===== src/hw/rtl/deq_pkg.sv =====
`timescale 1ns / 1ps

package deq_pkg;

  localparam int CAPACITY    = 16;
  localparam int IDX_W       = (CAPACITY > 1) ? $clog2(CAPACITY) : 1;
  localparam int CNT_W       = $clog2(CAPACITY + 1);
  localparam int CMDQ_DEPTH  = 2;
  localparam int CMDQ_PTR_W  = (CMDQ_DEPTH > 1) ? $clog2(CMDQ_DEPTH) : 1;
  localparam int CMDQ_CNT_W  = $clog2(CMDQ_DEPTH + 1);

  localparam logic [2:0] OP_PUSH_FRONT = 3'd0;
  localparam logic [2:0] OP_PUSH_BACK  = 3'd1;
  localparam logic [2:0] OP_POP_FRONT  = 3'd2;
  localparam logic [2:0] OP_POP_BACK   = 3'd3;
  localparam logic [2:0] OP_LIST       = 3'd4;

  localparam logic [1:0] ST_OK     = 2'd0;
  localparam logic [1:0] ST_EMPTY  = 2'd1;
  localparam logic [1:0] ST_FULL   = 2'd2;
  localparam logic [1:0] ST_LISTED = 2'd3;

  typedef struct packed {
    logic [2:0]         opcode;
    logic signed [31:0] value;
  } req_t;

  typedef struct packed {
    logic signed [31:0] item_value;
    logic [1:0]         status;
    logic               last;
  } rsp_t;

  typedef struct packed {
    logic [2:0]         op;
    logic signed [31:0] value;
  } cmd_t;

  function automatic logic op_known(input logic [2:0] op);
    return (op == OP_PUSH_FRONT) || (op == OP_PUSH_BACK) || (op == OP_POP_FRONT) ||
           (op == OP_POP_BACK) || (op == OP_LIST);
  endfunction

  function automatic logic [IDX_W-1:0] ring_pos(input logic [IDX_W-1:0] front,
                                                input logic [IDX_W-1:0] offset);
    logic [IDX_W:0] sum;
    sum = {1'b0, front} + {1'b0, offset};
    if (sum >= (IDX_W + 1)'(CAPACITY)) begin
      sum = sum - (IDX_W + 1)'(CAPACITY);
    end
    return sum[IDX_W-1:0];
  endfunction

endpackage


===== src/hw/rtl/deq_front.sv =====
`timescale 1ns / 1ps

module deq_front import deq_pkg::*; (
  input  logic clk,
  input  logic rst,
  input  logic req_valid,
  output logic req_ready,
  input  req_t req_data,
  output logic cmd_valid,
  input  logic cmd_ready,
  output cmd_t cmd
);

  assign req_ready = !cmd_valid || cmd_ready;

  always_ff @(posedge clk) begin
    if (rst) begin
      cmd_valid <= 1'b0;
    end else if (req_valid && req_ready) begin
      // drop opcodes without meaning
      cmd_valid <= op_known(req_data.opcode);
    end else if (cmd_ready) begin
      cmd_valid <= 1'b0;
    end
  end

  always_ff @(posedge clk) begin
    if (req_valid && req_ready) begin
      cmd.op    <= req_data.opcode;
      cmd.value <= req_data.value;
    end
  end

endmodule


===== src/hw/rtl/deq_cmdq.sv =====
`timescale 1ns / 1ps

module deq_cmdq import deq_pkg::*; (
  input  logic clk,
  input  logic rst,
  input  logic wr_valid,
  output logic wr_ready,
  input  cmd_t wr_data,
  output logic rd_valid,
  input  logic rd_ready,
  output cmd_t rd_data
);

  cmd_t                  slots [CMDQ_DEPTH];
  logic [CMDQ_PTR_W-1:0] wr_ptr;
  logic [CMDQ_PTR_W-1:0] rd_ptr;
  logic [CMDQ_CNT_W-1:0] fill;
  logic                  push;
  logic                  pop;

  assign wr_ready = fill != CMDQ_CNT_W'(CMDQ_DEPTH);
  assign rd_valid = fill != '0;
  assign rd_data  = slots[rd_ptr];
  assign push     = wr_valid && wr_ready;
  assign pop      = rd_valid && rd_ready;

  function automatic logic [CMDQ_PTR_W-1:0] bump(input logic [CMDQ_PTR_W-1:0] p);
    return (p == CMDQ_PTR_W'(CMDQ_DEPTH - 1)) ? '0 : p + 1'b1;
  endfunction

  always_ff @(posedge clk) begin
    if (rst) begin
      wr_ptr <= '0;
      rd_ptr <= '0;
      fill   <= '0;
    end else begin
      if (push) begin
        wr_ptr <= bump(wr_ptr);
      end
      if (pop) begin
        rd_ptr <= bump(rd_ptr);
      end
      if (push && !pop) begin
        fill <= fill + 1'b1;
      end else if (pop && !push) begin
        fill <= fill - 1'b1;
      end
    end
  end

  always_ff @(posedge clk) begin
    if (push) begin
      slots[wr_ptr] <= wr_data;
    end
  end

`ifndef NO_ASSERTIONS
  assert property (@(posedge clk) disable iff (rst) fill <= CMDQ_CNT_W'(CMDQ_DEPTH))
    else $error("command queue overfilled");
  assert property (@(posedge clk) disable iff (rst)
    (fill == '0) |-> (wr_ptr == rd_ptr))
    else $error("command queue pointers disagree while empty");
`endif

endmodule


===== src/hw/rtl/deq_back.sv =====
`timescale 1ns / 1ps

module deq_back import deq_pkg::*; (
  input  logic clk,
  input  logic rst,
  input  logic cmd_valid,
  output logic cmd_ready,
  input  cmd_t cmd,
  output logic rsp_valid,
  input  logic rsp_ready,
  output rsp_t rsp_data
);

  localparam logic [1:0] S_IDLE = 2'd0;
  localparam logic [1:0] S_READ = 2'd1;
  localparam logic [1:0] S_SEND = 2'd2;

  logic [31:0]      mem [CAPACITY];
  logic [31:0]      rd_word;
  logic [1:0]       state;
  logic [1:0]       state_next;
  logic [IDX_W-1:0] front;
  logic [IDX_W-1:0] front_next;
  logic [CNT_W-1:0] count;
  logic [CNT_W-1:0] count_next;
  logic [IDX_W-1:0] walk;
  logic [IDX_W-1:0] walk_next;
  logic             wr_en;
  logic [IDX_W-1:0] wr_addr;
  logic             out_free;
  logic             out_load;
  rsp_t             out_next;
  logic             is_full;
  logic             is_empty;
  logic             walk_last;

  assign out_free  = !rsp_valid || rsp_ready;
  assign is_full   = count == CNT_W'(CAPACITY);
  assign is_empty  = count == '0;
  assign walk_last = (CNT_W'(walk) + CNT_W'(1)) == count;

  always_comb begin
    state_next = state;
    front_next = front;
    count_next = count;
    walk_next  = walk;
    wr_en      = 1'b0;
    wr_addr    = ring_pos(front, count[IDX_W-1:0]);
    cmd_ready  = 1'b0;
    out_load   = 1'b0;
    out_next   = '{item_value: '0, status: ST_OK, last: 1'b1};
    unique case (state)
      S_IDLE: begin
        if (cmd_valid && out_free) begin
          cmd_ready = 1'b1;
          out_load  = 1'b1;
          unique case (cmd.op)
            OP_PUSH_FRONT: begin
              if (is_full) begin
                out_next.status = ST_FULL;
              end else begin
                front_next = (front == '0) ? IDX_W'(CAPACITY - 1) : front - 1'b1;
                wr_addr    = front_next;
                wr_en      = 1'b1;
                count_next = count + 1'b1;
              end
            end
            OP_PUSH_BACK: begin
              if (is_full) begin
                out_next.status = ST_FULL;
              end else begin
                wr_en      = 1'b1;
                count_next = count + 1'b1;
              end
            end
            OP_POP_FRONT: begin
              if (is_empty) begin
                out_next.status = ST_EMPTY;
              end else begin
                front_next = ring_pos(front, IDX_W'(1));
                count_next = count - 1'b1;
              end
            end
            OP_POP_BACK: begin
              if (is_empty) begin
                out_next.status = ST_EMPTY;
              end else begin
                count_next = count - 1'b1;
              end
            end
            OP_LIST: begin
              if (is_empty) begin
                out_next.status = ST_EMPTY;
              end else begin
                out_load   = 1'b0;
                walk_next  = '0;
                state_next = S_READ;
              end
            end
            default: begin
              out_load = 1'b0;
            end
          endcase
        end
      end
      S_READ: begin
        state_next = S_SEND;
      end
      S_SEND: begin
        if (out_free) begin
          out_load   = 1'b1;
          out_next   = '{item_value: rd_word, status: ST_LISTED, last: walk_last};
          walk_next  = walk + 1'b1;
          state_next = walk_last ? S_IDLE : S_READ;
        end
      end
      default: begin
        state_next = S_IDLE;
      end
    endcase
  end

  always_ff @(posedge clk) begin
    if (rst) begin
      state <= S_IDLE;
      front <= '0;
      count <= '0;
      walk  <= '0;
    end else begin
      state <= state_next;
      front <= front_next;
      count <= count_next;
      walk  <= walk_next;
    end
  end

  always_ff @(posedge clk) begin
    if (wr_en) begin
      mem[wr_addr] <= cmd.value;
    end
    if (state == S_READ) begin
      rd_word <= mem[ring_pos(front, walk)];
    end
  end

  always_ff @(posedge clk) begin
    if (rst) begin
      rsp_valid <= 1'b0;
    end else if (out_load) begin
      rsp_valid <= 1'b1;
    end else if (rsp_ready) begin
      rsp_valid <= 1'b0;
    end
  end

  always_ff @(posedge clk) begin
    if (out_load) begin
      rsp_data <= out_next;
    end
  end

`ifndef NO_ASSERTIONS
  assert property (@(posedge clk) disable iff (rst) count <= CNT_W'(CAPACITY))
    else $error("element count above capacity");
  assert property (@(posedge clk) disable iff (rst)
    (state != S_IDLE) |-> (CNT_W'(walk) < count))
    else $error("list walk beyond live elements");
  assert property (@(posedge clk) disable iff (rst)
    (state != S_IDLE) |=> (count == $past(count)) && (front == $past(front)))
    else $error("queue state changed during list walk");
`endif

endmodule


===== src/hw/rtl/double_ended_queue.sv =====
`timescale 1ns / 1ps

// Bounded double-ended queue of signed 32-bit values in a ring of CAPACITY
// entries. Each request beat carries an opcode: push front, push back, pop
// front, pop back or list; unknown opcodes are dropped with no response.
// Pushes and pops answer with one status beat (ok, empty, or full with the
// value dropped). A list answers with one beat per element, front to back,
// last set on the final one; an empty list answers with one empty beat.
// A push or pop is completed when the execute stage takes its command; a list
// takes the command, then does a registered read of the element memory ahead
// of each response beat. A two-entry command queue lets requests keep arriving
// while a list is being walked or a response is stalled.

module double_ended_queue import deq_pkg::*; (
  input  logic clk,
  input  logic rst,
  input  logic req_valid,
  output logic req_ready,
  input  req_t req_data,
  output logic rsp_valid,
  input  logic rsp_ready,
  output rsp_t rsp_data
);

  logic f_valid;
  logic f_ready;
  cmd_t f_cmd;
  logic q_valid;
  logic q_ready;
  cmd_t q_cmd;

  deq_front u_front (
    .clk       (clk),
    .rst       (rst),
    .req_valid (req_valid),
    .req_ready (req_ready),
    .req_data  (req_data),
    .cmd_valid (f_valid),
    .cmd_ready (f_ready),
    .cmd       (f_cmd)
  );

  deq_cmdq u_cmdq (
    .clk      (clk),
    .rst      (rst),
    .wr_valid (f_valid),
    .wr_ready (f_ready),
    .wr_data  (f_cmd),
    .rd_valid (q_valid),
    .rd_ready (q_ready),
    .rd_data  (q_cmd)
  );

  deq_back u_back (
    .clk       (clk),
    .rst       (rst),
    .cmd_valid (q_valid),
    .cmd_ready (q_ready),
    .cmd       (q_cmd),
    .rsp_valid (rsp_valid),
    .rsp_ready (rsp_ready),
    .rsp_data  (rsp_data)
  );

endmodule


===== config.mk =====
export PLATFORM = sky130hd
export DESIGN_NAME = double_ended_queue
export DESIGN_NICKNAME = d
export VERILOG_FILES = /design/src/hw/rtl/deq_pkg.sv /design/src/hw/rtl/deq_front.sv /design/src/hw/rtl/deq_cmdq.sv /design/src/hw/rtl/deq_back.sv /design/src/hw/rtl/double_ended_queue.sv
export SDC_FILE = /design/constraint.sdc
export NUM_CORES = 1
export LEC_CHECK = 0
export BUFFER_PORTS_ARGS = -buffer_cell sky130_fd_sc_hd__buf_2
export CORE_UTILIZATION = 30
export CTS_CLUSTER_SIZE = 28
export DETAILED_ROUTE_END_ITERATION = 10
export GPL_TIMING_DRIVEN = 0
export PLACE_DENSITY = 0.41
export SYNTH_ARGS = -nofsm -noshare
export SYNTH_HDL_FRONTEND = slang
export SYNTH_HIERARCHICAL = 1
export SYNTH_SLANG_ARGS = --single-unit

===== constraint.sdc =====
create_clock -name clk -period 8.91 [get_ports clk]
set_input_delay 0.4455 -clock clk [delete_from_list [all_inputs] [get_ports clk]]
set_output_delay 0.4455 -clock clk [all_outputs]
set_load 0.01 [all_outputs]

## After elaboration in Yosys (flattened, before gate mapping)

Memory sizes are Yosys's and may differ from the RTL's. A register that Yosys moved wholly into a read port is not among the register bits.
Cells that the tools add are included.

- Add/subtract/negate cells: 15
- $lt $le $gt $ge: 3
- Eq/ne operators: 21
- Muxes and demuxes: 57
- Reductions and logical operators: 37

Operators by type and width:

| operator | count |
|---|---|
| 4-bit 2-to-1 mux | 15 |
| 1-bit 2-to-1 mux | 23 |
| 2-bit 2-to-1 mux | 8 |
| 4-bit case mux with 2 select lines | 2 |
| 4-bit by 1-bit subtractor with 4-bit output, second input constant | 4 |
| 5-bit greater-or-equal comparator, second input constant | 3 |
| 5-bit AND reduction | 3 |
| 2-bit inequality test, second input constant | 7 |
| 2-bit nonzero test | 7 |
| 3-bit by 2-bit == test with 1-bit output, second input constant | 4 |
| 4-bit by 1-bit adder with 5-bit output, second input constant | 2 |
| 4-bit by 4-bit adder with 5-bit output | 2 |
| 5-bit 2-to-1 mux | 2 |
| 5-bit case mux with 2 select lines | 1 |
| 2-bit case mux with 2 select lines | 2 |
| 3-bit by 1-bit == test with 1-bit output, second input constant | 2 |
| 3-bit == test, second input constant | 2 |
| 1-bit logical AND | 6 |
| 3-bit logical NOT | 2 |
| 1-bit logical OR | 6 |
| 2-bit case mux with 3 select lines | 1 |
| 5-bit by 1-bit adder with 5-bit output, second input constant | 1 |
| 5-bit == test | 1 |
| 5-bit == test, second input constant | 1 |
| 19 further kinds | 26 |

- Bits in registers: 91
- RAM bits: 582
- Bits of input ports: 39
- Output and inout bits: 37
- Logic and storage cells: 149
- Memories: 2

Memories:

| memory | depth | bits a word | rd ports | clocked after Yosys merged registers in | wr ports | line | source |
|---|---|---|---|---|---|---|---|
| u_back.mem | 16 | 32 | 1 | 1 | 1 | deq_back.sv:18 | `logic [31:0] mem [CAPACITY];` |
| u_cmdq.slots | 2 | 35 | 1 | 1 | 1 | deq_cmdq.sv:14 | `cmd_t slots [CMDQ_DEPTH];` |

## Longest topological paths before layout

- Depth after elaboration: 9
- Depth in mapped cells: 11
- Mapped depth without buffers: 9

## Cells and area by module

Netlist, hierarchy kept.

By module, submodules not included:

| module | instances | cells each | area each (µm²) | seq. area each (µm²) |
|---|---|---|---|---|
| deq_back | 1 | 1156 | 23277.3 | 17707.0 |
| deq_cmdq | 1 | 133 | 2746.4 | 2202.1 |
| deq_front | 1 | 41 | 1107.3 | 1071.0 |

## Worst setup path after synthesis

Ideal clock, no wire load.

- Kind: register to register
- Start point: register (tool-made name)
- End point: memory u_back.mem[0][0] (enable)
- Library setup time: 421 ps
- Data arrival time: 3319 ps
- Data required time: 8489 ps
- Slack: 5170 ps
- Cell stages (with the launch flop): 9
- Path buffers: 3
- Clock period less this slack: 3740 ps
- Cells stage by stage: dfxtp_1 > buf_2 > buf_4 > mux2_2 > nor4_4 > buf_2 > and4b_1 > o211ai_2 > nor2_1

RTL lines:

| what | line |
|---|---|
| end, declared | deq_back.sv:18 |

## Worst setup path in the final report

- Start point: register u_back.front[1]
- End point: register u_back.rd_word[12] (read register of u_back.mem) (data pin)

- Longest elaborated chain between the ends: 4
- Elaborated cells between the ends (all ways): 5
- Those cells by class: 2 x add/sub; 1 x order compare; 2 x mux

Ends and longest elaborated chain:

| what | line | source |
|---|---|---|
| start, declared | deq_back.sv:22 | `logic [IDX_W-1:0] front;` |
| start signal, assigned | deq_back.sv:131 | `front <= front_next;` |
| 4-bit by 4-bit adder with 5-bit output * | deq_pkg.sv:47 | `sum = {1'b0, front} + {1'b0, offset};` |
| 4-bit by 1-bit subtractor with 4-bit output or 5-bit greater-or-equal comparator (tied branches) | deq_pkg.sv:49, deq_pkg.sv:48 |  |
| 4-bit 2-to-1 mux * | deq_pkg.sv:48 | `if (sum >= (IDX_W + 1)'(CAPACITY)) begin` |
| 4-bit 2-to-1 mux * | deq_back.sv:141 | `if (state == S_READ) begin` |
| end, declared | deq_back.sv:19 | `logic [31:0] rd_word;` |

Mark *: on every way between the ends. The rest lies on a longest branch, timed or not. The select of a mux whose other input is x is not followed.
A chain may end at the register's enable or synchronous reset.

==> metrics.md <==
| Metric | Value |
|---|---|
| Drt pass-1 iters | 4 |
| Synth top area share | between 70% and 80% |
| Core Util, Final | a little under two fifths |
| Clock Latency Late Sink | roughly 0.62 ns |
| Root buf cell | clkbuf_16 |
| Synth cell types | 62 |
| GP Congestion | 0.7146 |
| Final net count | between 1500 and 2000 |
| FF-to-FF path depth | 7 |
| CP Class | flop to flop |
| Mux share of post-synthesis cell area | 12.30% |
| Power Density | roughly 260 nW/um^2 |
| Worst setup EP type | flop |
| RSZ-0062 raised after global routing | no |
| P&R area growth vs syn | 20.35% |
| Fraction of final layout cells sized beyond drive strength 1 | between 20% and 30% |
| Avg WL per Cell | between 20 and 25 um |
| Routed WL | about 67 mm |
| Post-synthesis adder-cell area fraction | less than 1% |
| Crit path DAT | between 4 and 5 ns |
| Achievable Freq | between 200 and 250 MHz |
| Initial core utilization | a little under a third |
| Crit path depth | 7 |
| Post-synth ARST share | 0% |
| Synth top area cells | edfxtp_1, mux4_2, dfxtp_1 |
| Antenna-violating nets left | 0 |
| Reg clk slew, reported paths | ~0.05 ns |
| CTS Sinks | between 700 and 800 |
| Worst Path Buf+Inv | 3 |
| Sequential share of the synthesized area | 77.33% |
| Commonest non-fill, non-tap cells in the layout | edfxtp_1, mux4_2, buf_2, clkbuf_16, nand2_1 |
| Num CTS Buffers | 81 |
| Syn nets | between 1000 and 1500 |
| Worst vdd ir | approximately 0.13 mV |
| Synth Area in Compound Gates | under 10% |
| Crit start category | flop |
| # hold bufs at CTS | 32 |
| Post-Layout Cell Count | ~2800 |
| CORE AREA | approximately 90000 um^2 |
| Lkg Pwr | 10.43 nW |
| Max stage delay on crit path | around 1.0 ns |
| HPWL after detailed placement | ~43 mm |
| Slew headroom | 11.07% |
| Number of setup violations in the final report | 0 |
| Antenna violations before repair | 1 |
| Simple-gate share of the synthesized area | 4.446% |
| Slowest cell on crit path | xor2_1 |
| R2R Setup Slk | between 4 and 5 ns |
| Worst hold path type | input pin to flop |
| Post-Synth XOR/XNOR Area | 0.8024% |
| Post-Syn Area | between 20000 and 30000 um^2 |
| Hold Violations, Final | 0 |
| CP top delay family | buffers and inverters |
| Worst R2R Start | u_back/front[1] |
| Status | finished, final reports clean |
| Crit path required time | 9.26 ns |
| Die area | 91640 um^2 |
| Max cap viols | 0 |
| Chip width | around 300 um |
| Largest net degree at the start of global routing | 36 |
| Vias in the first global route | ~14000 |
| H-tree Lvls | 3 |
| Max clock buf depth | 3 |
| RR Endpoint | u_back/rd_word[12] |
| Critical Path End | u_back/rd_word[12] |
| Crit-path cells | inv_1 -> fa_1 -> xor2_1 -> clkbuf_1 -> buf_2 -> nand2_1 -> a31oi_1 |
| Row Count | 109 |
| Crit Path Max Fanout | 10 |
| Fin Setup TNS | 0 ns |
| CTS tree | built |
| Chip height | 302.7 um |
| Commonest non-fill, non-tap cell in the layout | edfxtp_1 |
| Antenna cells | 0 |
| Drt via density | 4.726 |
| Yosys reg bits | between 700 and 800 |
| Area leader, netlist | edfxtp_1 |
| First-pass GRT wire length | between 90 and 100 mm |
| Clock Skews | 0.01579 ns |
| Largest family of logic cells by synthesized area | multiplexers |
| Vias post-DR | between 10000 and 15000 |
| Setup crit start | u_back/front[1] |
| EDFF count, synth | ~680 |
| Fin. max-slew vios | 0 |
| Residual DRC count | 0 |
| Io pins | 76 |
| Cells after Synth | around 1300 |
| Slew @ Worst Pin | 1.324 ns |
| Post CTS Setup Buffer Count | 0 |
| CTS resizes | 0 |
| Port buffer count | 75 |
| All-layer global routing usage | between 10% and 20% |
| Iteration-0 DRC Markers | approximately 880 |
| Overflow after GRT | 0 |
| Main synth FF type | edfxtp_1 |
| Synthesized area per cell | approximately 20 um^2 |
| Placed insts | roughly 2600 |
| Post-route minimum period | 4.153 ns |
| Fin crit share | 46.61% |
| Syn. warnings | 6 |
==> per-layer routing <==
metal / up-vias / routed length [um] / GRT usage (%)
li1: 5842 / - / -
met1: 6945 / 30870 / 20.63
met2: 250 / 32000 / 24.10
met3: 88 / 2532 / 2.248
met4: 0 / 1446 / 4.714
met5: - / 0 / 0
==> Yosys cell counts, drive strengths merged, types with 2 or more instances <==
master,number
edfxtp,684
mux4,128
nand2,76
and2,66
nor2,43
a31oi,39
a211oi,36
mux2,35
buf,33
clkbuf,27
dfxtp,22
xnor2,15
a21oi,14
ha,13
inv,12
nand2b,10
xor2,9
mux2i,6
o21ai,6
nand3,5
and3,4
nor2b,4
o211ai,4
a21o,3
fa,3
nand4,3
nor3,3
o31ai,3
nand3b,2
nor4,2
or2,2
==> where the power goes <==
part,switching (mW),internal [mW],leakage [nW]
sequential,0.0476,3.96,6.38
combinational,0.776,0.433,2.80
clock,1.30,1.91,1.25
total,2.12,6.31,10.4
==> worst register-to-register path, cell delays in order (launching register included) <==
cell and delay, ns:
dfxtp_1 0.53, inv_1 0.21, fa_1 0.50, xor2_1 1.02, clkbuf_1 0.61, buf_2 0.48, nand2_1 0.11, a31oi_1 0.44
==> flip-flops by register name, summed over array words and instances (netlist names), named ones only <==
name               cells
u_back/state           2
u_cmdq/wr_ptr          1
u_front/cmd_valid      1
u_back/count           5
u_cmdq/fill            2
u_back/mem           512
u_back/rd_word        32
u_back/front           4
u_back/rsp_valid       1
u_back/walk            4
u_front/cmd           35
u_cmdq/slots          70
u_cmdq/rd_ptr          1
u_back/rsp_data       35
==> stage by stage <==
step / power (mW) / worst slack, ns / hold slack [ns] / instance area, um^2
5_1_grt: 8.782 / 4.600 / 0.02021 / 32650
3_3_place_gp: 5.251 / 2.280 / 0.4239 / 28960
3_5_place_dp: 5.310 / 4.748 / 0.4336 / 29780
2_1_floorplan: 4.815 / 5.170 / 0.4215 / 27130
6_report: 8.426 / 4.757 / 0.03822 / 32650
4_1_cts: 8.578 / 4.741 / 0.0008778 / 32650
==> cells by family (layout without fill, tap and decap cells) <==
family | count (synthesis) | in the layout
AOI/OAI and AO/OA | 114 | 114
adders and majority gates | 16 | 16
buffers and inverters | 72 | 354
DFF | 706 | 706
muxes | 169 | 169
xor gates and xnor gates | 24 | 24
and+or+nand+nor | 229 | 229
==> final cells by class <==
| class | count | area, um^2 |
|---|---|---|
| buffer | 60 | 310.3 |
| sequential | 706 | 20980 |
| clock buffer | 110 | 2221 |
| clock inverter | 37 | 327.8 |
| tap | 1165 | 1458 |
| multi-input combinational | 552 | 5927 |
| timing repair buffer | 135 | 1384 |
| inverter | 12 | 45.04 |
| fill | 8227 | 56270 |
==> worst min-delay path by stage <==
stage | start | to | slack (ns) | cells after the start
floorplan | u_front/cmd[0] | u_cmdq/slots[0][0] | 0.42 | 0
global placement | u_front/cmd[22] | u_cmdq/slots[1][22] | 0.42 | 0
detailed placement | u_front/cmd[8] | u_cmdq/slots[0][8] | 0.43 | 0
CTS | req_data[32] | u_front/cmd[32] | 0.0009 | 1
global route | req_data[32] | u_front/cmd[32] | 0.02 | 1
finish | req_data[32] | u_front/cmd[32] | 0.04 | 1
(Power assumes the default switching activity.)
